**config.mk**
```make
export PLATFORM = sky130hd
export DESIGN_NAME = wht_front_flat
export DESIGN_NICKNAME = d
export VERILOG_FILES = /design/src/rtl/core/wht_pkg.sv /design/src/rtl/core/wht_if.sv /design/src/rtl/core/wht_front.sv /design/src/flat_wrapper.sv
export SDC_FILE = /design/constraint.sdc
export NUM_CORES = 1
export LEC_CHECK = 0
export BUFFER_PORTS_ARGS = -buffer_cell sky130_fd_sc_hd__buf_2
export CORE_AREA = 3 3 119 121
export CTS_BUF_LIST = sky130_fd_sc_hd__clkbuf_8
export DETAILED_ROUTE_END_ITERATION = 8
export DIE_AREA = 0 0 122 124
export PLACE_DENSITY = 0.81
export SYNTH_ARGS = -nofsm -noshare
export SYNTH_HDL_FRONTEND = slang
export SYNTH_SLANG_ARGS = --single-unit
```
**constraint.sdc**
```tcl
create_clock -name clk -period 6.17 [get_ports clk]
set_input_delay 0.617 -clock clk [delete_from_list [all_inputs] [get_ports clk]]
set_output_delay 0.617 -clock clk [all_outputs]
set_load 0.02 [all_outputs]
```
**src/rtl/core/wht_pkg.sv**
```systemverilog
// Shared types, constants and the arctangent table of the waypoint heading tracker.
package wht_pkg;

    localparam int MAX_WAYPOINTS_DEF = 256;
    localparam int CORDIC_STEPS_DEF  = 16;

    localparam int CFG_IDX_W  = 3;
    localparam int CFG_DATA_W = 31;

    // Angles are Q.24 radians
    localparam int ANG_W = 29;
    localparam logic signed [ANG_W-1:0] ANG_PI      = 29'sd52707179;
    localparam logic signed [ANG_W-1:0] ANG_TWO_PI  = 29'sd105414357;
    localparam logic signed [ANG_W-1:0] ANG_HALF_PI = 29'sd26353589;
    localparam logic [23:0]             CORDIC_K    = 24'd10188014;

    localparam logic [1:0] MODE_CLEAR  = 2'd0;
    localparam logic [1:0] MODE_APPEND = 2'd1;
    localparam logic [1:0] MODE_POSE   = 2'd2;

    localparam logic [CFG_IDX_W-1:0] REG_REACH_TOL  = 3'd0;
    localparam logic [CFG_IDX_W-1:0] REG_FWD_LIMIT  = 3'd1;
    localparam logic [CFG_IDX_W-1:0] REG_GAIN       = 3'd2;
    localparam logic [CFG_IDX_W-1:0] REG_TURN_LIMIT = 3'd3;
    localparam logic [CFG_IDX_W-1:0] REG_TIMEOUT    = 3'd4;
    localparam logic [CFG_IDX_W-1:0] REG_TICK_LIMIT = 3'd5;

    typedef enum logic [1:0] {
        EV_DRIVE   = 2'd0,
        EV_REACHED = 2'd1,
        EV_TIMEOUT = 2'd2,
        EV_FINISH  = 2'd3
    } event_t;

    typedef enum logic [1:0] {
        JOB_CLEAR,
        JOB_APPEND,
        JOB_POSE
    } job_kind_t;

    typedef struct packed {
        job_kind_t          kind;
        logic signed [31:0] x;
        logic signed [31:0] y;
        logic signed [15:0] yaw;
    } job_t;

    typedef struct packed {
        logic [30:0] reach_tol;
        logic [14:0] fwd_limit;
        logic [15:0] gain;
        logic [14:0] turn_limit;
        logic [15:0] timeout;
        logic [15:0] tick_limit;
    } cfg_t;

    function automatic logic [23:0] atan_lut(input logic [4:0] i);
        logic [23:0] v;
        case (i)
            5'd0:    v = 24'd13176795;
            5'd1:    v = 24'd7778716;
            5'd2:    v = 24'd4110060;
            5'd3:    v = 24'd2086331;
            5'd4:    v = 24'd1047214;
            5'd5:    v = 24'd524117;
            5'd6:    v = 24'd262123;
            5'd7:    v = 24'd131069;
            5'd8:    v = 24'd65536;
            5'd9:    v = 24'd32768;
            5'd10:   v = 24'd16384;
            5'd11:   v = 24'd8192;
            5'd12:   v = 24'd4096;
            5'd13:   v = 24'd2048;
            5'd14:   v = 24'd1024;
            5'd15:   v = 24'd512;
            5'd16:   v = 24'd256;
            5'd17:   v = 24'd128;
            5'd18:   v = 24'd64;
            5'd19:   v = 24'd32;
            5'd20:   v = 24'd16;
            5'd21:   v = 24'd8;
            5'd22:   v = 24'd4;
            5'd23:   v = 24'd2;
            default: v = 24'd0;
        endcase
        return v;
    endfunction

endpackage

```
**src/rtl/core/wht_if.sv**
```systemverilog
// Valid/ready channel interfaces for pose/waypoint items and tracker results.
interface wht_in_if;
    logic               valid;
    logic               ready;
    logic [1:0]         mode;
    logic signed [31:0] pos_x;
    logic signed [31:0] pos_y;
    logic signed [15:0] heading;

    modport source (output valid, mode, pos_x, pos_y, heading, input ready);
    modport sink   (input valid, mode, pos_x, pos_y, heading, output ready);
endinterface


```
**src/rtl/core/wht_front.sv**
```systemverilog
// Front end: takes input transfers, classifies them, drops no-ops and queues jobs.
module wht_front #(
    parameter int MAX_WAYPOINTS = wht_pkg::MAX_WAYPOINTS_DEF,
    localparam int LW           = $clog2(MAX_WAYPOINTS + 1)
) (
    input  logic           clk,
    input  logic           rst_n,
    wht_in_if.sink         in_ch,
    output logic           job_valid,
    input  logic           job_ready,
    output wht_pkg::job_t  job,
    output logic [LW-1:0]  job_len
);

    // two-entry job queue
    wht_pkg::job_t q_job_reg [2];
    logic [LW-1:0] q_len_reg [2];
    logic          wr_ptr_reg, wr_ptr_next;
    logic          rd_ptr_reg, rd_ptr_next;
    logic [1:0]    cnt_reg, cnt_next;
    logic [LW-1:0] len_reg, len_next;

    logic          take;
    logic          keep;
    logic          push;
    logic          pop;
    wht_pkg::job_t new_job;

    assign in_ch.ready = (cnt_reg != 2'd2);
    assign take        = in_ch.valid && in_ch.ready;
    assign job_valid   = (cnt_reg != 2'd0);
    assign pop         = job_valid && job_ready;
    assign job         = q_job_reg[rd_ptr_reg];
    assign job_len     = q_len_reg[rd_ptr_reg];

    always_comb
    begin
        new_job.x   = in_ch.pos_x;
        new_job.y   = in_ch.pos_y;
        new_job.yaw = in_ch.heading;
        len_next    = len_reg;
        case (in_ch.mode)
            wht_pkg::MODE_CLEAR:
            begin
                new_job.kind = wht_pkg::JOB_CLEAR;
                keep         = 1'b1;
                if (take)
                begin
                    len_next = '0;
                end
            end
            wht_pkg::MODE_APPEND:
            begin
                new_job.kind = wht_pkg::JOB_APPEND;
                // appends past capacity are dropped here
                keep         = (len_reg < LW'(MAX_WAYPOINTS));
                if (take && keep)
                begin
                    len_next = len_reg + 1'b1;
                end
            end
            wht_pkg::MODE_POSE:
            begin
                new_job.kind = wht_pkg::JOB_POSE;
                keep         = 1'b1;
            end
            default:
            begin
                new_job.kind = wht_pkg::JOB_POSE;
                keep         = 1'b0;
            end
        endcase
    end

    assign push        = take && keep;
    assign wr_ptr_next = push ? ~wr_ptr_reg : wr_ptr_reg;
    assign rd_ptr_next = pop ? ~rd_ptr_reg : rd_ptr_reg;
    assign cnt_next    = cnt_reg + {1'b0, push} - {1'b0, pop};

    always_ff @(posedge clk or negedge rst_n)
    begin
        if (!rst_n)
        begin
            wr_ptr_reg <= 1'b0;
            rd_ptr_reg <= 1'b0;
            cnt_reg    <= 2'd0;
            len_reg    <= '0;
        end
        else
        begin
            wr_ptr_reg <= wr_ptr_next;
            rd_ptr_reg <= rd_ptr_next;
            cnt_reg    <= cnt_next;
            len_reg    <= len_next;
        end
    end

    // length tag: write address for appends, path length for pose ticks
    always_ff @(posedge clk)
    begin
        if (push)
        begin
            q_job_reg[wr_ptr_reg] <= new_job;
            q_len_reg[wr_ptr_reg] <= len_reg;
        end
    end

endmodule

```
**src/flat_wrapper.sv**
```systemverilog
// flat-port wrapper written by rule: the top's interface ports become plain ports
module wht_front_flat 
#(
    parameter int MAX_WAYPOINTS = wht_pkg::MAX_WAYPOINTS_DEF,
    localparam int LW           = $clog2(MAX_WAYPOINTS + 1)
)
  (clk, rst_n, job_valid, job_ready, job, job_len, in_ch_valid, in_ch_mode, in_ch_pos_x, in_ch_pos_y, in_ch_heading, in_ch_ready);
  wht_in_if in_ch_i ();
  input  logic clk;
  input  logic rst_n;
  output logic job_valid;
  input  logic job_ready;
  output wht_pkg::job_t job;
  output logic [LW-1:0] job_len;
  input wire logic [$bits(in_ch_i.valid)-1:0] in_ch_valid;
  input wire logic [$bits(in_ch_i.mode)-1:0] in_ch_mode;
  input wire logic [$bits(in_ch_i.pos_x)-1:0] in_ch_pos_x;
  input wire logic [$bits(in_ch_i.pos_y)-1:0] in_ch_pos_y;
  input wire logic [$bits(in_ch_i.heading)-1:0] in_ch_heading;
  output wire logic [$bits(in_ch_i.ready)-1:0] in_ch_ready;
  assign in_ch_i.valid = in_ch_valid;
  assign in_ch_i.mode = in_ch_mode;
  assign in_ch_i.pos_x = in_ch_pos_x;
  assign in_ch_i.pos_y = in_ch_pos_y;
  assign in_ch_i.heading = in_ch_heading;
  assign in_ch_ready = in_ch_i.ready;
  wht_front #(.MAX_WAYPOINTS(MAX_WAYPOINTS)) u_core (.clk(clk), .rst_n(rst_n), .in_ch(in_ch_i), .job_valid(job_valid), .job_ready(job_ready), .job(job), .job_len(job_len));
endmodule
```
# Yosys cells after proc, flatten, opt, wreduce, memory -nomap -nowiden
# Memories as Yosys holds them, arrays and structs flattened.
# Cells that the tools add are included.
[op_classes] order_cmp=1 eq_ne=5 n_mux=7 multipliers=0 n_shift=0 n_bitwise=2 div=0 add_sub_neg=3 n_reduce_logical=9
[op_table] operator="$mux W9" n=2
[op_table] operator="$pmux W9 S2" n=1
[op_table] operator="$add A9 B1 Y9 const B" n=1
[op_table] operator="$lt A9 B9 Y1 const B" n=1
[op_table] operator="$logic_and A1 B1 Y1" n=4
[op_table] operator="$ne A2 B1 Y1 const B" n=2
[op_table] operator="$pmux W2 S2" n=1
[op_table] operator="$reduce_bool A2 Y1" n=2
[op_table] operator="$reduce_and A3 Y1" n=1
[op_table] operator="$add A2 B1 Y2" n=1
[op_table] operator="$eq A2 B1 Y1 const B" n=1
[op_table] operator="$eq A2 B2 Y1 const B" n=1
[op_table] operator="$logic_not A2 Y1" n=1
[op_table] operator="$mux W1" n=2
[op_table] operator="$ne A2 B2 Y1 const B" n=1
[op_table] operator="$not A1 Y1" n=2
[op_table] operator="$pmux W1 S2" n=1
[op_table] operator="$reduce_or A2 Y1" n=1
[op_table] operator="$sub A2 B1 Y2" n=1
[totals] ram_bits=182 rom_bits=0 latchBits=0 output_inout_bits=93 wordCells=33 memories=2 regBits=13
[memory_table] name="u_core.q_job_reg" depth=2 width=82 rd=1 rd_clocked_by_memory_dff=0 wr=1 line="wht_front.sv:16" text="wht_pkg::job_t q_job_reg [2];"
[memory_table] name="u_core.q_len_reg" depth=2 width=9 rd=1 rd_clocked_by_memory_dff=0 wr=1 line="wht_front.sv:17" text="logic [LW-1:0] q_len_reg [2];"

# Longest topological paths before layout
[logic_depth] depth_word=6 mapped_depth=7

# Least setup slack after synthesis
# Ideal clock, no wire load.
[synth_timing] kind="input to register" start="input in_ch_mode[1]" end="memory u_core.q_job_reg[0][0] (netlist bit) (enable)" cell_stages=3 t_required_ns=5.628 path_slack_ns=0.918 t_arrival_ns=4.711 path_cell_list="o21ai_0 -> nand3_1 -> nor2_1"
[synth_via] elab_chain_len=6
[synth_lines] item="start: declaration" line="flat_wrapper.sv:16" text="input wire logic [$bits(in_ch_i.mode)-1:0] in_ch_mode;"
[synth_lines] item="$eq A2 B2 Y1 or $logic_not A2 Y1 (tied branches)" line="wht_front.sv:42" text="case (in_ch.mode)"
[synth_lines] item="$reduce_or A2 Y1 (no line)"
[synth_lines] item="$pmux W1 S2 *" line="wht_front.sv:42"
[synth_lines] item="$logic_and A1 B1 Y1 *" line="wht_front.sv:75" text="assign push = take && keep;"
[synth_lines] item="$mux W1 *" line="wht_front.sv:101" text="if (push)"
[synth_lines] item="$mux W1 (implied by the code) *" line="wht_front.sv:103" text="q_job_reg[wr_ptr_reg] <= new_job;"
[synth_lines] item="end: declaration" line="wht_front.sv:16"
# Every way passes the cells marked *; elsewhere a longest branch is shown, timed or not.

==> results_dict.tcl <==
set metrics [dict create \
    r2r_slack_ps 3370 \
    worst_slew_margin_rel 0.327 \
    die_h_microns 124 \
    synth_simple_gate_area_frac 0.0271 \
    ys.flop_type "edfxtp_1" \
    cp-start-kind "flop" \
    placed_area_sq_um 8330 \
    clkPwrFrac 0.188 \
    hpwl_mm 8.97 \
    finalSetupViolations 0 \
    timing_hold_violations_final 0 \
    grt_usage 0.176 \
    htree_levels 4 \
    critPathMaxFanout 51 \
    largest_register_ffs 164 \
    wl_per_cell_microns 18.3 \
    ant_nets 0 \
    overflow 0 \
    yosys.area.top_type "edfxtp_1" \
    timing.rr.end "u_core.q_job_reg[0][64]" \
    cts_resized 0 \
    p_int_uw 2510 \
    fillers 919 \
    synth.avg_cell_area_sq_um 20.3 \
    yosysSeqAreaShare 0.800 \
    grt_pass1_vias 3703 \
    ir_worst_vdd_uv 297 \
    clk_pin_slew_worst_paths_ps 100 \
    final_layout_size_suffix_gt1_frac 0.555 \
    drc 0 \
    end_kind "output pin" \
    clockBufferDepth 2 \
    vias 3825 \
    dr.pass1.iters 4 \
    layout.nets 633 \
    cts_made_buffers 17 \
    num_rows 42 \
    slowest_stage "dfrtp_4" \
    critical_path_depth 3 \
    p_leak_uw 0.00322 \
    post_cts_buffers 0 \
    finalSetupTns_ps 0 \
    yosysMostFrequentCell "edfxtp_1" \
    fin_worst_skew_ps 13.6 \
    cp_data_required_time_ps 5550 \
    swShare 0.341 \
    rsz0062_at_grt "no" \
    cts_hold_buf 0 \
    outcome "finished clean" \
    synth-seq-cells 195 \
    synthTopCellsByArea "edfxtp_1 (75%), mux2_2 (14%), dfrtp_1 (4.5%)" \
    critical_path_arrival_ps 2520 \
    insertion_delay_ps 450 \
    grt_pass1_wl_mm 19.5 \
    synth_cell_types 30 \
    fin_crit_sh 0.509 \
    first_iter_violations 282 \
    crit_type "reg2out" \
    path_buf_inv 2 \
    seqPwrFrac 0.487 \
    yosysWarnings 0 \
    die_x_microns 122 \
    gp_congestion 0.819 \
    hold_class "in2async" \
    fin_area_sq_um 8670 \
    synth_mux_area_frac 0.141 \
    synth_cells 356 \
    drv_cap 0 \
    port_buffers 178 \
    synth_edf_count 182 \
    min_period_ps 3140 \
    p_sw_uw 1300 \
    die_area_sq_um 15100 \
    cp-endpoint "job[5]" \
    synth_top_cell_area_share 0.755 \
    r2r_cells 4 \
    antenna_found_initial 1 \
    root_buffer "clkbuf_8" \
    crit_start "u_core.rd_ptr_reg" \
    cts_tree "done" \
    syn_area_sq_um 7240 \
    p_per_area_nw_per_um2 439 \
    synth-adder-area-share 0.00518 \
    pwr-share-comb 0.324 \
    synth_xor_area_frac 0.00484 \
    clock_sink_count 195 \
    core_sq_um 13200 \
    pin_count 179 \
    synthesis.nets 445 \
    crit_chain "buf_4 -> mux2_2 -> buf_2" \
    synth_compound_area_frac 0.0111 \
    fmax_mhz 318 \
    initial_utilization 0.549 \
    cp_top_family "buffers and inverters" \
    routed_wl_mm 13.4 \
    routed_via_density 5.22 \
    slowest_delay_ps 810 \
    synthArstFlopShare 0.0667 \
    final_max_slew_viol_count 0 \
    areaGrowthSynthToFinish_pct 19.7 \
    num_antenna_cells 0 \
    worst_pin_slew_ps 1010 \
    fin_util 0.657 \
    synth_top_family_by_area "multiplexers" \
    grt_max_degree 59 \
    r2r_start "u_core.len_reg[8]" \
    ys_top_cells_by_count "edfxtp_1 (182), mux2_2 (91), dfrtp_1 (13)" \
]
==> cell families after synthesis <==
group                      Yosys count
muxes                               91
adders and majority gates            3
buffers and inverters               16
and+or+nand+nor                     32
AOI/OAI and AO/OA                   15
xor gates and xnor gates             4
DFF                                195
==> worst min path at each step <==
stage | from | end | depth (start not counted) | slack (ps)
detailed placement | u_core.len_reg[7] | u_core.q_len_reg[0][7] | 0 | 510
global route | rst_n | u_core.len_reg[6] | 1 | 30
finish | rst_n | u_core.len_reg[0] | 1 | 40
CTS | rst_n | u_core.len_reg[0] | 1 | 20
floorplan | rst_n | u_core.cnt_reg[0] | 0 | 320
global placement | u_core.len_reg[7] | u_core.q_len_reg[0][7] | 0 | 490
==> worst reg2reg max path, delay by kind of cell (launching register included) <==
kind | cells | cell delay (ps)
DFF | 1 | 440
AOI/OAI and AO/OA | 1 | 180
and+or+nand+nor | 2 | 1010
buffers and inverters | 1 | 750
==> metal layers <==
metal  global-route usage  part of all wire  vias to the layer above  routed length [microns]
li1                     -                 -                     1772                        -
met1                0.219              0.39                     1881                     5210
met2                0.299              0.52                      151                     6950
met3               0.0472             0.077                       19                     1040
met4               0.0651             0.015                        2                      195
met5                    0            0.0010                        -                       14
==> power groups by stage <==
stage | clock network [uW] | registers, uW | logic [uW]
after global placement | 0 | 1870 | 1230
after detailed placement | 0 | 1890 | 1250
after global routing | 783 | 1880 | 1320
after floorplan | 0 | 1830 | 915
final | 717 | 1860 | 1240
after CTS | 735 | 1860 | 1260
==> layout by cell type (no fill, tap or decap), types with 2 or more instances in the layout <==
master | synthesis | routed
clkinv_4 | 0 | 3
clkinvlp_4 | 0 | 5
buf_4 | 0 | 3
nand4_1 | 3 | 3
clkbuf_8 | 0 | 17
mux2_2 | 91 | 91
ha_1 | 3 | 3
o21ai_0 | 8 | 8
xnor2_1 | 3 | 3
inv_6 | 0 | 4
nand3_1 | 3 | 3
edfxtp_1 | 182 | 182
nand2_1 | 7 | 7
dfrtp_1 | 13 | 12
buf_2 | 8 | 178
a21oi_1 | 5 | 5
inv_1 | 4 | 5
and2_1 | 3 | 2
or3_1 | 5 | 5
==> per-stage QoR <==
stage / cells / power [uW] / hold WS, ps / worst slack [ps]
final: 733 / 3810 / 43.2 / 3030
after global routing: 733 / 3990 / 26.9 / 2880
after CTS: 733 / 3850 / 23.0 / 2980
after detailed placement: 701 / 3140 / 506 / 3020
after global placement: 701 / 3100 / 492 / 3090
after floorplan: 356 / 2740 / 321 / 918
==> layout make-up <==
cell class,count,area [sq um],share of cell area
flip-flops and latches,195,5790,0.668
well taps,176,220,0.0254
repair buffers,181,913,0.105
inverters,4,15.0,0.00173
clock buffers,17,234,0.0270
multi-input cells,145,1380,0.160
clock inverters,15,111,0.0128
Power figures use the tool's default switching activity.
